## config.mk

```make
export PLATFORM = sky130hd
export DESIGN_NAME = i2c_master_byte_engine
export DESIGN_NICKNAME = d
export VERILOG_FILES = /design/src/design/i2cm_pkg.sv /design/src/design/i2cm_front.sv /design/src/design/i2cm_back.sv /design/src/design/i2c_master_byte_engine.sv
export SDC_FILE = /design/constraint.sdc
export NUM_CORES = 1
export LEC_CHECK = 0
export ABC_AREA = 1
export BUFFER_PORTS_ARGS = -buffer_cell sky130_fd_sc_hd__buf_2
export CORE_ASPECT_RATIO = 1.5
export CORE_MARGIN = 3
export CORE_UTILIZATION = 55
export CTS_BUF_LIST = sky130_fd_sc_hd__clkbuf_8
export DETAILED_ROUTE_END_ITERATION = 16
export PLACE_DENSITY = 0.76
export SLEW_MARGIN = 20
export SYNTH_ARGS = -nofsm -noshare
export SYNTH_HDL_FRONTEND = slang
export SYNTH_SLANG_ARGS = --single-unit
```

## constraint.sdc

```tcl
create_clock -name clk -period 6.2 [get_ports clk]
set_input_delay 1.24 -clock clk [delete_from_list [all_inputs] [get_ports clk]]
set_output_delay 1.24 -clock clk [all_outputs]
set_load 0.01 [all_outputs]
```

## src/design/i2cm_pkg.sv

```systemverilog
`timescale 1ns / 1ps
// ----------------------------------------------------------------------------
// i2cm_pkg
// Shared command codes and the queued word format of the I2C byte engine.
// ----------------------------------------------------------------------------
package i2cm_pkg;

    localparam int CMD_W = 3;

    localparam logic [CMD_W-1:0] CMD_TICK  = 3'd0;
    localparam logic [CMD_W-1:0] CMD_START = 3'd1;
    localparam logic [CMD_W-1:0] CMD_STOP  = 3'd2;
    localparam logic [CMD_W-1:0] CMD_WRITE = 3'd3;
    localparam logic [CMD_W-1:0] CMD_READ  = 3'd4;
    localparam logic [CMD_W-1:0] CMD_WAIT  = 3'd5;

    localparam logic [7:0] ACK_TIMEOUT_RESET = 8'd250;

    // One classified word, as handed from the front to the back.
    typedef struct packed {
        logic [CMD_W-1:0] command;
        logic [7:0]       tx_byte;
        logic             send_ack;
        logic             sda_in;
    } item_t;

endpackage

```

## src/design/i2cm_front.sv

```systemverilog
`timescale 1ns / 1ps
// ----------------------------------------------------------------------------
// i2cm_front
// Accept input words, fold unknown commands into ticks, and queue them.
// ----------------------------------------------------------------------------
module i2cm_front
(
    input  logic           clk,
    input  logic           rst_n,
    input  logic           in_valid,
    output logic           in_ready,
    input  i2cm_pkg::item_t in_item,
    output logic           q_valid,
    input  logic           q_pop,
    output i2cm_pkg::item_t q_item
);

    i2cm_pkg::item_t ent_reg [2];
    logic            wr_ptr_reg, wr_ptr_next;
    logic            rd_ptr_reg, rd_ptr_next;
    logic [1:0]      count_reg, count_next;
    i2cm_pkg::item_t cls_item;
    logic            push;
    logic            pop;

    // Codes outside the command list behave as ticks.
    always_comb
    begin
        cls_item = in_item;
        if (in_item.command > i2cm_pkg::CMD_WAIT)
        begin
            cls_item.command = i2cm_pkg::CMD_TICK;
        end
    end

    assign in_ready = (count_reg != 2'd2);
    assign q_valid  = (count_reg != 2'd0);
    assign q_item   = ent_reg[rd_ptr_reg];
    assign push     = in_valid && in_ready;
    assign pop      = q_pop && q_valid;

    always_comb
    begin
        wr_ptr_next = push ? ~wr_ptr_reg : wr_ptr_reg;
        rd_ptr_next = pop ? ~rd_ptr_reg : rd_ptr_reg;
        count_next  = count_reg + {1'b0, push} - {1'b0, pop};
    end

    always_ff @(posedge clk)
    begin
        if (push)
        begin
            ent_reg[wr_ptr_reg] <= cls_item;
        end
    end

    always_ff @(posedge clk or negedge rst_n)
    begin
        if (!rst_n)
        begin
            wr_ptr_reg <= 1'b0;
            rd_ptr_reg <= 1'b0;
            count_reg  <= 2'd0;
        end
        else
        begin
            wr_ptr_reg <= wr_ptr_next;
            rd_ptr_reg <= rd_ptr_next;
            count_reg  <= count_next;
        end
    end

endmodule

```

## src/design/i2cm_back.sv

```systemverilog
`timescale 1ns / 1ps
// ----------------------------------------------------------------------------
// i2cm_back
// Phase sequencer: one word per cycle, unless stalled, to a registered result.
// ----------------------------------------------------------------------------
module i2cm_back
(
    input  logic            clk,
    input  logic            rst_n,
    input  logic            q_valid,
    output logic            q_pop,
    input  i2cm_pkg::item_t q_item,
    input  logic            cfg_we,
    input  logic [7:0]      cfg_value,
    output logic            out_valid,
    input  logic            out_ready,
    output logic [15:0]     out_data
);

    localparam logic [4:0] PH_IDLE    = 5'd0;
    localparam logic [4:0] PH_ST_A    = 5'd1;
    localparam logic [4:0] PH_ST_B    = 5'd2;
    localparam logic [4:0] PH_SP_A    = 5'd3;
    localparam logic [4:0] PH_SP_B    = 5'd4;
    localparam logic [4:0] PH_WA_A    = 5'd5;
    localparam logic [4:0] PH_WA_POLL = 5'd6;
    localparam logic [4:0] PH_WR_HIGH = 5'd7;
    localparam logic [4:0] PH_WR_LOW  = 5'd8;
    localparam logic [4:0] PH_RD_LOW  = 5'd9;
    localparam logic [4:0] PH_RD_HIGH = 5'd10;
    localparam logic [4:0] PH_AK_LOW  = 5'd11;
    localparam logic [4:0] PH_AK_HIGH = 5'd12;

    localparam logic [3:0] BYTE_BITS = 4'd8;

    logic [7:0]  timeout_reg;
    logic [4:0]  phase_reg, phase_next;
    logic [3:0]  bit_count_reg, bit_count_next;
    logic [7:0]  shift_reg, shift_next;
    logic [7:0]  poll_reg, poll_next;
    logic        scl_reg, scl_next;
    logic        sda_reg, sda_next;
    logic        drive_reg, drive_next;
    logic        ack_choice_reg, ack_choice_next;
    logic        error_reg, error_next;
    logic [7:0]  rx_reg, rx_next;
    logic        done_next;
    logic [7:0]  rd_shift;
    logic [3:0]  rd_count;
    logic        out_valid_reg;
    logic [15:0] out_data_reg;

    assign q_pop     = q_valid && (!out_valid_reg || out_ready);
    assign out_valid = out_valid_reg;
    assign out_data  = out_data_reg;
    assign rd_shift  = {shift_reg[6:0], q_item.sda_in};
    assign rd_count  = bit_count_reg + 4'd1;

    always_comb
    begin
        phase_next      = phase_reg;
        bit_count_next  = bit_count_reg;
        shift_next      = shift_reg;
        poll_next       = poll_reg;
        scl_next        = scl_reg;
        sda_next        = sda_reg;
        drive_next      = drive_reg;
        ack_choice_next = ack_choice_reg;
        error_next      = error_reg;
        rx_next         = rx_reg;
        done_next       = 1'b0;

        if (phase_reg == PH_IDLE)
        begin
            unique case (q_item.command)
                i2cm_pkg::CMD_START:
                begin
                    drive_next = 1'b1;
                    sda_next   = 1'b1;
                    scl_next   = 1'b1;
                    phase_next = PH_ST_A;
                end
                i2cm_pkg::CMD_STOP:
                begin
                    drive_next = 1'b1;
                    scl_next   = 1'b0;
                    sda_next   = 1'b0;
                    phase_next = PH_SP_A;
                end
                i2cm_pkg::CMD_WRITE:
                begin
                    // Load the byte and put out its MSB at once.
                    drive_next     = 1'b1;
                    sda_next       = q_item.tx_byte[7];
                    shift_next     = {q_item.tx_byte[6:0], 1'b0};
                    bit_count_next = 4'd1;
                    scl_next       = 1'b1;
                    phase_next     = PH_WR_HIGH;
                end
                i2cm_pkg::CMD_READ:
                begin
                    drive_next      = 1'b0;
                    scl_next        = 1'b0;
                    shift_next      = 8'd0;
                    bit_count_next  = 4'd0;
                    ack_choice_next = q_item.send_ack;
                    phase_next      = PH_RD_LOW;
                end
                i2cm_pkg::CMD_WAIT:
                begin
                    drive_next = 1'b1;
                    sda_next   = 1'b1;
                    poll_next  = 8'd0;
                    error_next = 1'b0;
                    phase_next = PH_WA_A;
                end
                default:
                begin
                end
            endcase
        end
        else
        begin
            unique case (phase_reg)
                PH_ST_A:
                begin
                    sda_next   = 1'b0;
                    phase_next = PH_ST_B;
                end
                PH_ST_B:
                begin
                    scl_next   = 1'b0;
                    phase_next = PH_IDLE;
                    done_next  = 1'b1;
                end
                PH_SP_A:
                begin
                    scl_next   = 1'b1;
                    sda_next   = 1'b1;
                    phase_next = PH_SP_B;
                end
                PH_SP_B:
                begin
                    phase_next = PH_IDLE;
                    done_next  = 1'b1;
                end
                PH_WA_A:
                begin
                    scl_next   = 1'b1;
                    phase_next = PH_WA_POLL;
                end
                PH_WA_POLL:
                begin
                    drive_next = 1'b0;
                    priority if (!q_item.sda_in)
                    begin
                        scl_next   = 1'b0;
                        error_next = 1'b0;
                        phase_next = PH_IDLE;
                        done_next  = 1'b1;
                    end
                    else if (poll_reg >= timeout_reg)
                    begin
                        // Give up: flag the error and run a stop.
                        error_next = 1'b1;
                        drive_next = 1'b1;
                        scl_next   = 1'b0;
                        sda_next   = 1'b0;
                        phase_next = PH_SP_A;
                    end
                    else
                    begin
                        poll_next = poll_reg + 8'd1;
                    end
                end
                PH_WR_HIGH:
                begin
                    scl_next   = 1'b0;
                    phase_next = PH_WR_LOW;
                end
                PH_WR_LOW:
                begin
                    if (bit_count_reg >= BYTE_BITS)
                    begin
                        phase_next = PH_IDLE;
                        done_next  = 1'b1;
                    end
                    else
                    begin
                        sda_next       = shift_reg[7];
                        shift_next     = {shift_reg[6:0], 1'b0};
                        bit_count_next = bit_count_reg + 4'd1;
                        scl_next       = 1'b1;
                        phase_next     = PH_WR_HIGH;
                    end
                end
                PH_RD_LOW:
                begin
                    scl_next   = 1'b1;
                    phase_next = PH_RD_HIGH;
                end
                PH_RD_HIGH:
                begin
                    shift_next     = rd_shift;
                    bit_count_next = rd_count;
                    scl_next       = 1'b0;
                    if (rd_count >= BYTE_BITS)
                    begin
                        rx_next    = rd_shift;
                        drive_next = 1'b1;
                        sda_next   = ~ack_choice_reg;
                        phase_next = PH_AK_LOW;
                    end
                    else
                    begin
                        phase_next = PH_RD_LOW;
                    end
                end
                PH_AK_LOW:
                begin
                    scl_next   = 1'b1;
                    phase_next = PH_AK_HIGH;
                end
                PH_AK_HIGH:
                begin
                    scl_next   = 1'b0;
                    phase_next = PH_IDLE;
                    done_next  = 1'b1;
                end
                default:
                begin
                    phase_next = PH_IDLE;
                end
            endcase
        end
    end

    always_ff @(posedge clk)
    begin
        if (q_pop)
        begin
            out_data_reg <= {2'b00, error_next, rx_next, done_next,
                             (phase_next != PH_IDLE), drive_next, sda_next, scl_next};
        end
    end

    always_ff @(posedge clk or negedge rst_n)
    begin
        if (!rst_n)
        begin
            timeout_reg    <= i2cm_pkg::ACK_TIMEOUT_RESET;
            phase_reg      <= PH_IDLE;
            bit_count_reg  <= 4'd0;
            shift_reg      <= 8'd0;
            poll_reg       <= 8'd0;
            scl_reg        <= 1'b1;
            sda_reg        <= 1'b1;
            drive_reg      <= 1'b1;
            ack_choice_reg <= 1'b0;
            error_reg      <= 1'b0;
            rx_reg         <= 8'd0;
            out_valid_reg  <= 1'b0;
        end
        else
        begin
            if (cfg_we)
            begin
                timeout_reg <= cfg_value;
            end
            if (q_pop)
            begin
                phase_reg      <= phase_next;
                bit_count_reg  <= bit_count_next;
                shift_reg      <= shift_next;
                poll_reg       <= poll_next;
                scl_reg        <= scl_next;
                sda_reg        <= sda_next;
                drive_reg      <= drive_next;
                ack_choice_reg <= ack_choice_next;
                error_reg      <= error_next;
                rx_reg         <= rx_next;
                out_valid_reg  <= 1'b1;
            end
            else if (out_ready)
            begin
                out_valid_reg <= 1'b0;
            end
        end
    end

endmodule

```

## src/design/i2c_master_byte_engine.sv

```systemverilog
`timescale 1ns / 1ps
// ----------------------------------------------------------------------------
// i2c_master_byte_engine
// I2C master bit-level controller: SCL/SDA phase sequencer, one phase a word.
// ----------------------------------------------------------------------------
//
// Channel   Dir  Handshake              Payload
// s_axis    in   s_axis_tvalid/tready   tuser: command; tdata: tx_byte,
//                                       send_ack, sda_in
// m_axis    out  m_axis_tvalid/tready   tdata: scl, sda_out, sda_drive,
//                                       busy_res, done_res, rx_byte, ack_error
// cfg       in   cfg_valid/cfg_ready    cfg_data: ack_timeout
//
// Every input word yields exactly one result word. The engine takes one word
// per clock unless the output stalls; each word waits in the two-entry front
// queue, then goes through the phase sequencer into the output register.
// The sequencer updates its phase state only when the output register is free
// or being drained, so an output stall backs up into the queue and then into
// s_axis_tready. Reset empties the queue, returns the bus to idle with SCL and
// SDA high and driven, and loads ack_timeout with 250.
// cfg_ready is always high; write ack_timeout only while the engine is idle.
//
module i2c_master_byte_engine
(
    input  logic        clk,
    input  logic        rst_n,
    input  logic        s_axis_tvalid,
    output logic        s_axis_tready,
    input  logic [15:0] s_axis_tdata,   // [7:0] tx_byte, [8] send_ack, [9] sda_in
    input  logic [2:0]  s_axis_tuser,   // [2:0] command
    output logic        m_axis_tvalid,
    input  logic        m_axis_tready,
    output logic [15:0] m_axis_tdata,   // [0] scl, [1] sda_out, [2] sda_drive,
                                        // [3] busy_res, [4] done_res,
                                        // [12:5] rx_byte, [13] ack_error
    input  logic        cfg_valid,
    output logic        cfg_ready,
    input  logic [7:0]  cfg_data
);

    i2cm_pkg::item_t in_item;
    i2cm_pkg::item_t q_item;
    logic            q_valid;
    logic            q_pop;

    // Unpack the slave-side word into the item layout.
    assign in_item.command  = s_axis_tuser;
    assign in_item.tx_byte  = s_axis_tdata[7:0];
    assign in_item.send_ack = s_axis_tdata[8];
    assign in_item.sda_in   = s_axis_tdata[9];

    assign cfg_ready = 1'b1;

    // Front: classify and queue incoming words.
    i2cm_front u_front
    (
        .clk      (clk),
        .rst_n    (rst_n),
        .in_valid (s_axis_tvalid),
        .in_ready (s_axis_tready),
        .in_item  (in_item),
        .q_valid  (q_valid),
        .q_pop    (q_pop),
        .q_item   (q_item)
    );

    // Back: advance bus phases and hold the result word.
    i2cm_back u_back
    (
        .clk       (clk),
        .rst_n     (rst_n),
        .q_valid   (q_valid),
        .q_pop     (q_pop),
        .q_item    (q_item),
        .cfg_we    (cfg_valid && cfg_ready),
        .cfg_value (cfg_data),
        .out_valid (m_axis_tvalid),
        .out_ready (m_axis_tready),
        .out_data  (m_axis_tdata)
    );

endmodule

```

* After elaboration in Yosys (flattened, before gate mapping)
Memories as Yosys holds them, arrays and structs flattened. Index checks and enable logic that the tools add are counted.
Cells by class: reduce and logical (&&, ||, !) cells 22, equal/unequal tests 22, magnitude comparators 4, multiplexer cells 55, add/subtract/negate cells 4, bitwise logic cells 3
Operators by type and width (count):
- $mux 8 | 10
- $pmux 5 s9 | 1
- $pmux 8 s2 | 2
- $eq 5x4->1 const B | 5
- $pmux 5 s5 | 1
- $mux 1 | 24
- $eq 5x3->1 const B | 4
- $pmux 4 s2 | 2
- $mux 5 | 3
- $reduce_or 4->1 | 3
- $eq 5x2->1 const B | 2
- $add 8x1->8 const B | 1
- $ge 4x4->1 const B | 2
- $ge 8x8->1 | 1
- $mux 4 | 2
- $reduce_bool 2->1 | 4
- $eq 3x2->1 const B | 2
- $eq 3x3->1 const B | 2
- $mux 3 | 2
- $pmux 1 s2 | 3
- $pmux 1 s3 | 2
- $reduce_or 2->1 | 3
- $eq 5x1->1 const B | 1
- $logic_not 5->1 | 1
- 22 further kinds | 27
Storage, ports and cells: output and inout bits 19, input bits 32, memories kept 1, register bits after elaboration 65, logic and storage cells 128, bits in writable memories 26
Memory list:
- u_front.ent_reg | words 2, bits a word 13, rd ports 1, clocked after Yosys merged registers in 0, write ports 1, line i2cm_front.sv:18 | i2cm_pkg::item_t ent_reg [2];

* Logic depth before layout (Yosys ltp)
Gate-level depths: netlist of the first run.
word-level depth 6, gate-level depth with buffers 15, gate-level depth less buffers 15

* Hierarchy
A second synthesis of the first run with hierarchy kept.
Unflattened totals: cells, all modules 503, area total of the unflattened synthesis 4734.5 um^2
By module, submodules not included:
- i2cm_back | sequential area each 1607.8 um^2, area each 3528.4 um^2, cells an instance 397, times used 1
- i2cm_front | sequential area each 880.8 um^2, area each 1194.9 um^2, cells an instance 104, times used 1
- i2c_master_byte_engine | sequential area each 0.0 um^2, area each 11.3 um^2, cells an instance 2, times used 1

* Worst setup path after synthesis of the first run
Ideal clock, no wire load.
path kind input to register, start point input m_axis_tready, end point register u_front.count_reg[1], setup time 79 ps, data required time 6121 ps, arrival time 3129 ps, cell stages on the path 9, path buffers 2, slack 2991 ps, cells stage by stage nor2_1 a21oi_1 buf_2 buf_1 ha_1 inv_1 ha_1 xnor2_1 xor2_1
Between the ends: word-level cells in the longest chain between the ends 4
Ends and longest elaborated chain:
- start, declared | line i2c_master_byte_engine.sv:32 | input logic m_axis_tready,
- $logic_or 1x1->1 | line i2cm_back.sv:53 | assign q_pop = q_valid && (!out_valid_reg || out_ready);
- $logic_and 1x1->1 | line i2cm_back.sv:53
- net q_pop | line i2c_master_byte_engine.sv:44 | logic q_pop;
- $logic_and 1x1->1 | line i2cm_front.sv:40 | assign pop = q_pop && q_valid;
- $sub 2x1->2 | line i2cm_front.sv:46 | count_next = count_reg + {1'b0, push} - {1'b0, pop};
- net u_front.count_next[1] | line i2cm_front.sv:21 | logic [1:0] count_reg, count_next;
- end signal, assigned | line i2cm_front.sv:69 | count_reg <= count_next;
- end, declared | line i2cm_front.sv:21
The timed path passes the listed nets, and every way through them passes these cells. A chain may end at the register's enable or synchronous reset.

* Worst setup path in the final report of the first run
start point input m_axis_tready, end point register u_front.count_reg[1]
Between the ends: word-level cells in the longest chain between the ends 4
Ends and longest elaborated chain (line):
- $logic_or 1x1->1 | i2cm_back.sv:53
- $logic_and 1x1->1 | i2cm_back.sv:53
- $logic_and 1x1->1 | i2cm_front.sv:40
- $sub 2x1->2 | i2cm_front.sv:46
- net u_front.count_next[1] | i2cm_front.sv:21
The timed path passes the listed nets, and every way through them passes these cells.

==> results of run 1 <==
==> cell type report <==
cell class / count / area [sq um]
Fill cell: 699 / 2980
Sequential cell: 91 / 2490
Multi-Input combinational cell: 355 / 1890
Inverter: 58 / 228
Timing Repair Buffer: 43 / 220
Clock buffer: 10 / 138
Tap cell: 105 / 131
Clock inverter: 6 / 75.1
==> stage by stage <==
step	utilization [%]	total power [mW]	setup WS (ns)	area, sq um
2_1_floorplan	-	1.80	2.99	4680
3_3_place_gp	60.8	2.03	3.32	4960
3_5_place_dp	60.8	2.07	3.28	4960
4_1_cts	63.4	2.50	3.64	5170
5_1_grt	63.4	2.68	3.50	5170
6_report	63.4	2.48	3.68	5170
==> worst max-delay path by stage <==
stage                           end  slack (ns)  depth (start not counted)
2_1_floorplan  u_front.count_reg[1]        2.99                          9
3_3_place_gp     u_back.poll_reg[1]        3.32                          8
3_5_place_dp     u_back.poll_reg[1]        3.28                          8
4_1_cts        u_front.count_reg[1]        3.64                          9
5_1_grt          u_back.poll_reg[1]        3.50                          8
6_report       u_front.count_reg[1]        3.68                          9
==> critical path, delay by kind of cell <==
kind                     cells  cell delay (ns)
AO/OA/AOI/OAI                1             0.10
XOR/XNOR                     2             0.30
adder cells (fa/ha/maj)      2             0.48
buffers and inverters        3             0.62
AND/OR/NAND/NOR              1             0.06
==> metal layers <==
layer | vias to the layer above | global-route usage, %
met5 | - | 0
met4 | 0 | 9.41
met3 | 20 | 4.61
met2 | 76 | 35.1
met1 | 1644 | 23.4
li1 | 1776 | -
==> synthesized netlist by cell type, types with 4 or more instances <==
library cell / instances
sky130_fd_sc_hd__a21oi_1: 4
sky130_fd_sc_hd__buf_2: 5
sky130_fd_sc_hd__buf_4: 5
sky130_fd_sc_hd__dfrtp_1: 42
sky130_fd_sc_hd__dfstp_2: 9
sky130_fd_sc_hd__edfxtp_1: 40
sky130_fd_sc_hd__ha_1: 13
sky130_fd_sc_hd__inv_1: 46
sky130_fd_sc_hd__inv_2: 8
sky130_fd_sc_hd__mux2i_1: 7
sky130_fd_sc_hd__nand2_1: 153
sky130_fd_sc_hd__nand2_2: 5
sky130_fd_sc_hd__nand3_1: 31
sky130_fd_sc_hd__nand4_1: 14
sky130_fd_sc_hd__nor2_1: 37
sky130_fd_sc_hd__nor2_4: 5
sky130_fd_sc_hd__nor3_1: 4
sky130_fd_sc_hd__o21ai_0: 23
sky130_fd_sc_hd__o21ai_1: 16
sky130_fd_sc_hd__xnor2_1: 5
sky130_fd_sc_hd__xor2_1: 5
==> power by group <==
part           leakage, nW  internal (mW)  switching, mW
clock                0.118          0.232          0.192
combinational         1.35          0.351          0.716
sequential            1.03          0.864          0.125
total                 2.49           1.45           1.03
==> logic make-up after synthesis <==
family,count (synthesis)
mux,8
simple gates,266
fa+ha+maj,13
buf+inv,73
flops,91
xor+xnor,10
compound gates,55
other cells,2
==> results, run 1 <==
- The insertion delay to the later sink of the worst-skew pair is 0.37 ns.
- Of the total synthesized cell area, the portion taken by full adders, half adders and majority gates is 3.48%.
- Headroom to the max-slew limit came out at 32.4%.
- The max-slew violation count is 0.
- Walking the worst path, the cells encountered are buf_2 -> nor2_1 -> a21oi_4 -> buf_4 -> ha_1 -> inv_1 -> ha_1 -> xnor2_1 -> xor2_1.
- The slew at the pin closest to its max-slew limit is 1.01 ns.
- 0 antenna diodes ended up in the layout.
- In this run the tool buffered the top-level ports with 41 buffer cells.
- The synthesized netlist devotes 6.66% of its cell area to compound gates.
- The top layer used by detailed routing is met4.
- The floorplan has 40 rows.
- The leading cell type in the layout, fill and taps excluded is sky130_fd_sc_hd__nand2_1.
- The worst-case reg-to-reg path depth is 6.
- The core region is 8160 sq um.
- The main flop type after synthesis is sky130_fd_sc_hd__dfrtp_1.
- The number of hold buffers added after CTS was 0.
- The vias per cell is 5.26.
- By instance count, the cell type seen most on the critical path is sky130_fd_sc_hd__ha_1.
- The maximum VDD drop is 291 uV.
- The area growth from synthesis to layout is 10.5%.
- Setup violations remaining at the end of the flow were counted as 0.
- The routability congestion estimate is 0.896.
- The final worst-path cycle share is 40.6%.
- In this run, synthesis produced a sequential element count of 91.
- Derived from the worst setup path, the maximum achievable clock frequency is 0.397 GHz.
- The first global-routing pass estimated 15200 microns of wire.
- The detailed router put a total of 3610 microns of wire on met1.
- The final instance count without filler cells is 668.
- The number of endpoints with negative hold slack in the final report is 0.
- The tightest min-delay check is of the reg2reg type.
- The smallest clock period supported by the final layout is computed as 2.52 ns.
- Global routing used 20.4% of the available tracks across all layers.
- The net count of the finished layout is 603.
- The endpoint arrival time on the critical path is 2.80 ns.
- The number of setup buffers added after CTS is 0.
- During synthesis, Yosys emitted a total of 0 warnings.
- The number of buffers created by CTS is 9.
- The library cell occupying the most area in the post-synthesis netlist is sky130_fd_sc_hd__edfxtp_1.
- In the post-synthesis netlist, the biggest area contributors are sky130_fd_sc_hd__edfxtp_1 26%, sky130_fd_sc_hd__dfrtp_1 22%, sky130_fd_sc_hd__nand2_1 12%.
- Data on the critical path is required at its endpoint by 6.48 ns.
- The worst setup path is captured at a flop.
- The clock input transition at the sequential cells of the worst setup and hold paths is 0.08 ns.
- The dominant combinational cell family by area after synthesis is simple AND/OR/NAND/NOR gates.
- CTS placed an instance of sky130_fd_sc_hd__clkbuf_8 at the clock tree root.
- The final hold slack is 0.474 ns.
- The flow ran to the end, and the final reports show no timing, DRC or antenna violations.
- After technology mapping, the gate count stands at 518.
- The wire-length estimate of the detail-placed layout is 6620 microns.
- The detailed route wirelength on metal3 is 345 microns.
- After the first detailed-routing iteration, the DRC count stood at 279.
- The number of cells on the worst hold path is 2.
- The worst min-delay path endpoint is u_back.shift_reg[2].
- The number of antenna-violating nets in the routed design is 0.
- Dividing the detail-routed wire length by the instance count gives 13.6 microns.
- In the synthesized netlist, mux cells make up 1.74% of the area.
- The wire length after detailed routing is 9090 microns.
- The number of global-route vias before repair is 3428.
- Setup repair after global routing left no endpoint under its margin.
- The highest-delay cell along the critical path is sky130_fd_sc_hd__buf_4.
- The synthesized netlist devotes 1.87% of its cell area to XOR and XNOR gates.
- The analysis attributes to cell leakage a power of 2.49 nW.
- In this run the mean area of a mapped cell was 9.04 sq um.
- The final route contains 3516 vias.
- Summing the sequential cell areas from Yosys gives 53.2% of the chip area.
- The worst setup path is of the in2reg kind.
- The top cell type by area accounts for 25.7% of the synthesized area.
- The worst flop-to-flop path startpoint is u_front.rd_ptr_reg.
- The highest fanout seen on the critical path is 52.
- The number of search-and-repair iterations in the first detailed-routing pass is 5.
- The number of clock sinks is 91.
- Wire segments on met2 add up to 4860 microns in the final route.
- Measured along the x axis, the die boundary spans 81.3 microns.
- The worst setup path is launched from a primary input.
- The number of different library cells in the post-synthesis netlist is 46.
- No sink is reached through more buffers than the 2 on the longest clock path.
- Global routing finished with a remaining overflow of 0.
- The number of enable flip-flop cells after synthesis is 40.
- The tool flagged a number of max-cap violations equal to 0.
- The TritonCTS clock tree is done.
- The endpoint identified for the worst register-to-register timing path is u_back.out_data[3].
- The first element of the critical path is m_axis_tready.
- The peak per-stage delay on the critical path is 0.48 ns.
- The largest net degree at the start of global routing is 53.
- The final worst clock skew is 0.0109 ns.
- The chip height is 119 microns.
- In this run the number of H-tree levels came out at 3.
- The floorplan step defined a die boundary enclosing 9680 sq um.
- The share of cells above drive strength 1 is 18.3%.
- The number of cells in the design after placement is 652.
- The post-synthesis cell area is 4680 sq um.
- The final-layout setup total negative slack is 0 ns.
- The launch point of the worst hold path is u_back.shift_reg[2].
- For this configuration, the core starts out at a cell density of 57.4%.
- The number of DRC violations after detailed routing is 0.
- The register with the most flip-flops in the layout has 26 of them.
- During I/O placement, the number of pins put on the boundary was 51.
- In the synthesized netlist the async set-or-reset flop fraction comes to 56.0%.
- The power per cell area is 479 nW/um^2.
- The initial antenna violation count is 0.
- The library cells used most frequently in the layout, excluding fill and tap cells, are 153 x sky130_fd_sc_hd__nand2_1, 49 x sky130_fd_sc_hd__inv_1, 42 x sky130_fd_sc_hd__dfrtp_1.
- The count of cells resized by post-cts repair is 0.
- For flop-to-flop paths, the worst setup slack is 3.94 ns.
- The simple-gate portion of the synthesized area is 26.2%.
(Power assumes the default switching activity.)
==> run 2: changes to the inputs <==
- PLACE_DENSITY: 0.76 -> 0.79
- clock period: 6.2 -> 2.05 ns (I/O delays scaled with it)
==> results, run 2 (synthesis results as in run 1) <==
- The number of setup violations in the final report is 0.
- The placed wire-length estimate after detailed placement is 6980 microns.
- The time the final worst path needs with I/O delays and setup is 1.97 ns.
- The count of pins on the block boundary is 51.
- The count of cells in the finished layout, fillers not included, comes to 680.
- The die is 81.3 microns wide.
- The number of clock sinks is 91.
- The power per cell area is 1460 nW/um^2.
- In the final routed layout, each cell accounts on average for 14.2 microns.
- After floorplanning, the core was sized to cover 8160 sq um.
- The master cell of the clock root buffer is sky130_fd_sc_hd__clkbuf_8.
- Clock latency on the worst-skew pair, taken at its later pin, is 0.37 ns.
- At the worst endpoint, the required time is 2.18 ns.
- The number of rows in the core area is 40.
- From synthesis to final layout, the design area changed by 13.6%.
- In this run the deepest clock path goes through 2 buffers.
- The highest fanout seen on the critical path is 3.
- The routed design has 9670 microns of wire.
- The first detailed-routing pass ran for 5 iterations.
- The path category of the worst min-delay check is in2async.
- The largest net degree at the start of global routing is 52.
- For this design the static power due to leakage is 2.55 nW.
- The type of element launching the critical path is a flop.
- The register with the most flip-flops in the layout has 26 of them.
- The first-pass GRT wire length is 16300 microns.
- Across the whole layout, storage elements account for 2490 sq um.
- Counting the fill cells in the layout gives 656.
- Summed over all layers, the global routing overflow is 0.
- The area occupied by multi-input gates is 1930 sq um.
- The initial antenna violation count is 0.
- Of the cells placed in the final design, the portion with a size suffix greater than 1 is 21.7%.
- The number of buffers created by CTS is 9.
- The TritonCTS clock tree is done.
- Across all hold checks on the routed design, the worst slack comes to 0.0222 ns.
- After the last flow step, the layout net total stands at 615.
- Max-cap violations in this run came to 0.
- The maximum VDD drop is 896 uV.
- For this run, the total global-route usage over all layers was measured as 21.7%.
- Dividing the final minimum period by the clock period gives 96.1%.
- The die is 119 microns tall.
- The floorplan die area is 9680 sq um.
- The worst setup path is captured at a flop.
- The max-slew violation count is 0.
- The library cell used most frequently in the layout, excluding fill and tap cells, is sky130_fd_sc_hd__nand2_1.
- Dividing the detail-routed via count by the number of cells gives 5.38.
- The number of endpoints with negative hold slack in the final report is 0.
- The antenna cell count is 0.
- In the layout the commonest cells are 148 x sky130_fd_sc_hd__nand2_1, 46 x sky130_fd_sc_hd__inv_1, 41 x sky130_fd_sc_hd__buf_2, 41 x sky130_fd_sc_hd__dfrtp_1, 40 x sky130_fd_sc_hd__edfxtp_1.
- The number of design-rule violations left by the first detailed-router iteration is 240.
- The number of DRC violations after detailed routing is 0.
- The worst flop-to-flop path startpoint is u_back.timeout_reg[5].
- The clock input transition at the sequential cells of the worst setup and hold paths is 0.09 ns.
- The flow ran to the end, and the final reports show no timing, DRC or antenna violations.
- The number of global-route vias before repair is 3747.
- Setup repair after global routing could not meet its margin everywhere.
- The H-tree was split into 3 levels.
- The highest achievable clock rate is 0.507 GHz.
- Clock skew on the completed layout was measured at 0.00683 ns.
- The worst setup path category is reg2reg.
- The initial utilization of the core area, before any placement, comes to 57.4%.
- Once detail routing completed, the nets flagged for antenna violations numbered 0.
- The endpoint arrival time on the critical path is 2.10 ns.
- Summing over every cut layer, the via total after detailed routing is 3656.
- The first element of the critical path is u_back.timeout_reg[5].
- The number of placed instances, taps included, is 662.
- During placement, the flow inserted port buffers numbering 41.
- The congestion estimate from routability-driven global placement came to 0.882.
==> run 2: cell count changes in the layout (fill, tap and decap cells not counted), sizes merged <==
cell	before	now
nor2	45	46
clkinvlp	0	2
clkinv	2	4
clkbuf	10	9
inv	60	57
buf	43	54
==> run 2: worst max-delay path: stages, from the launching register on <==
cell and delay, ns:
sky130_fd_sc_hd__dfstp_2 0.52, sky130_fd_sc_hd__inv_1 0.04, sky130_fd_sc_hd__ha_1 0.30, sky130_fd_sc_hd__a21oi_2 0.12, sky130_fd_sc_hd__nor2_1 0.05, sky130_fd_sc_hd__nor2_2 0.18, sky130_fd_sc_hd__nand2_4 0.09, sky130_fd_sc_hd__nand2_2 0.08
sky130_fd_sc_hd__o211ai_1 0.14, sky130_fd_sc_hd__nor2_1 0.13, sky130_fd_sc_hd__nand2_1 0.05
==> run 2: worst paths after layout <==
check | to | slack [ns] | depth (start not counted)
worst max-delay path | u_back.out_data[3] | 0.08 | 10
worst min register to register | u_back.shift_reg[5] | 0.48 | 2
worst min-delay path | u_back.phase_reg[1] | 0.02 | 2
min in group clk | u_front.ent_reg[0][3] | 0.23 | 1
worst max register to register | u_back.out_data[3] | 0.08 | 10
max in group asynchronous | u_back.sda_reg | 1.73 | 2
==> run 2: per-stage QoR <==
| step | setup WS [ns] | util (%) | setup TNS [ns] | instance area, sq um | power (mW) |
|---|---|---|---|---|---|
| global placement | 0.0363 | 62.0 | 0 | 5060 | 6.29 |
| global route | -0.0146 | 65.2 | -0.0146 | 5320 | 8.39 |
| CTS | 0.00252 | 64.7 | 0 | 5280 | 7.77 |
| finish | 0.0792 | 65.2 | 0 | 5320 | 7.79 |
| floorplan | 0.0966 | - | 0 | 4690 | 5.46 |
| detailed placement | 0.00305 | 62.0 | 0 | 5060 | 6.43 |
==> run 2: layer usage <==
layer | wire length, microns | global-route usage (%)
met1 | 3600 | 22.2
met2 | 5220 | 38.6
met3 | 361 | 3.40
met4 | 490 | 15.1
met5 | 0 | 0
==> run 2: timing repair <==
item                                    CTS  global route
cloned                                    0             1
buffers inserted                          0             1
gates resized for setup                   1             9
pin swaps                                 1             4
hold buffers                              0             0
endpoints found under the setup margin    1            26
==> run 2: power by group <==
group	switching, mW	total (mW)	leakage (nW)	internal, mW
logic	2.31	3.52	1.43	1.21
clock network	0.631	1.31	0.103	0.682
registers	0.346	2.96	1.03	2.61
total	3.29	7.79	2.55	4.50
==> run 2: cell type report <==
cell class	count	share of cell area (%)
Clock buffer	9	2.33
Timing Repair Buffer	54	6.16
Inverter	58	4.28
Sequential cell	91	46.8
Multi-Input combinational cell	356	36.2
Clock inverter	7	1.74
Tap cell	105	2.47
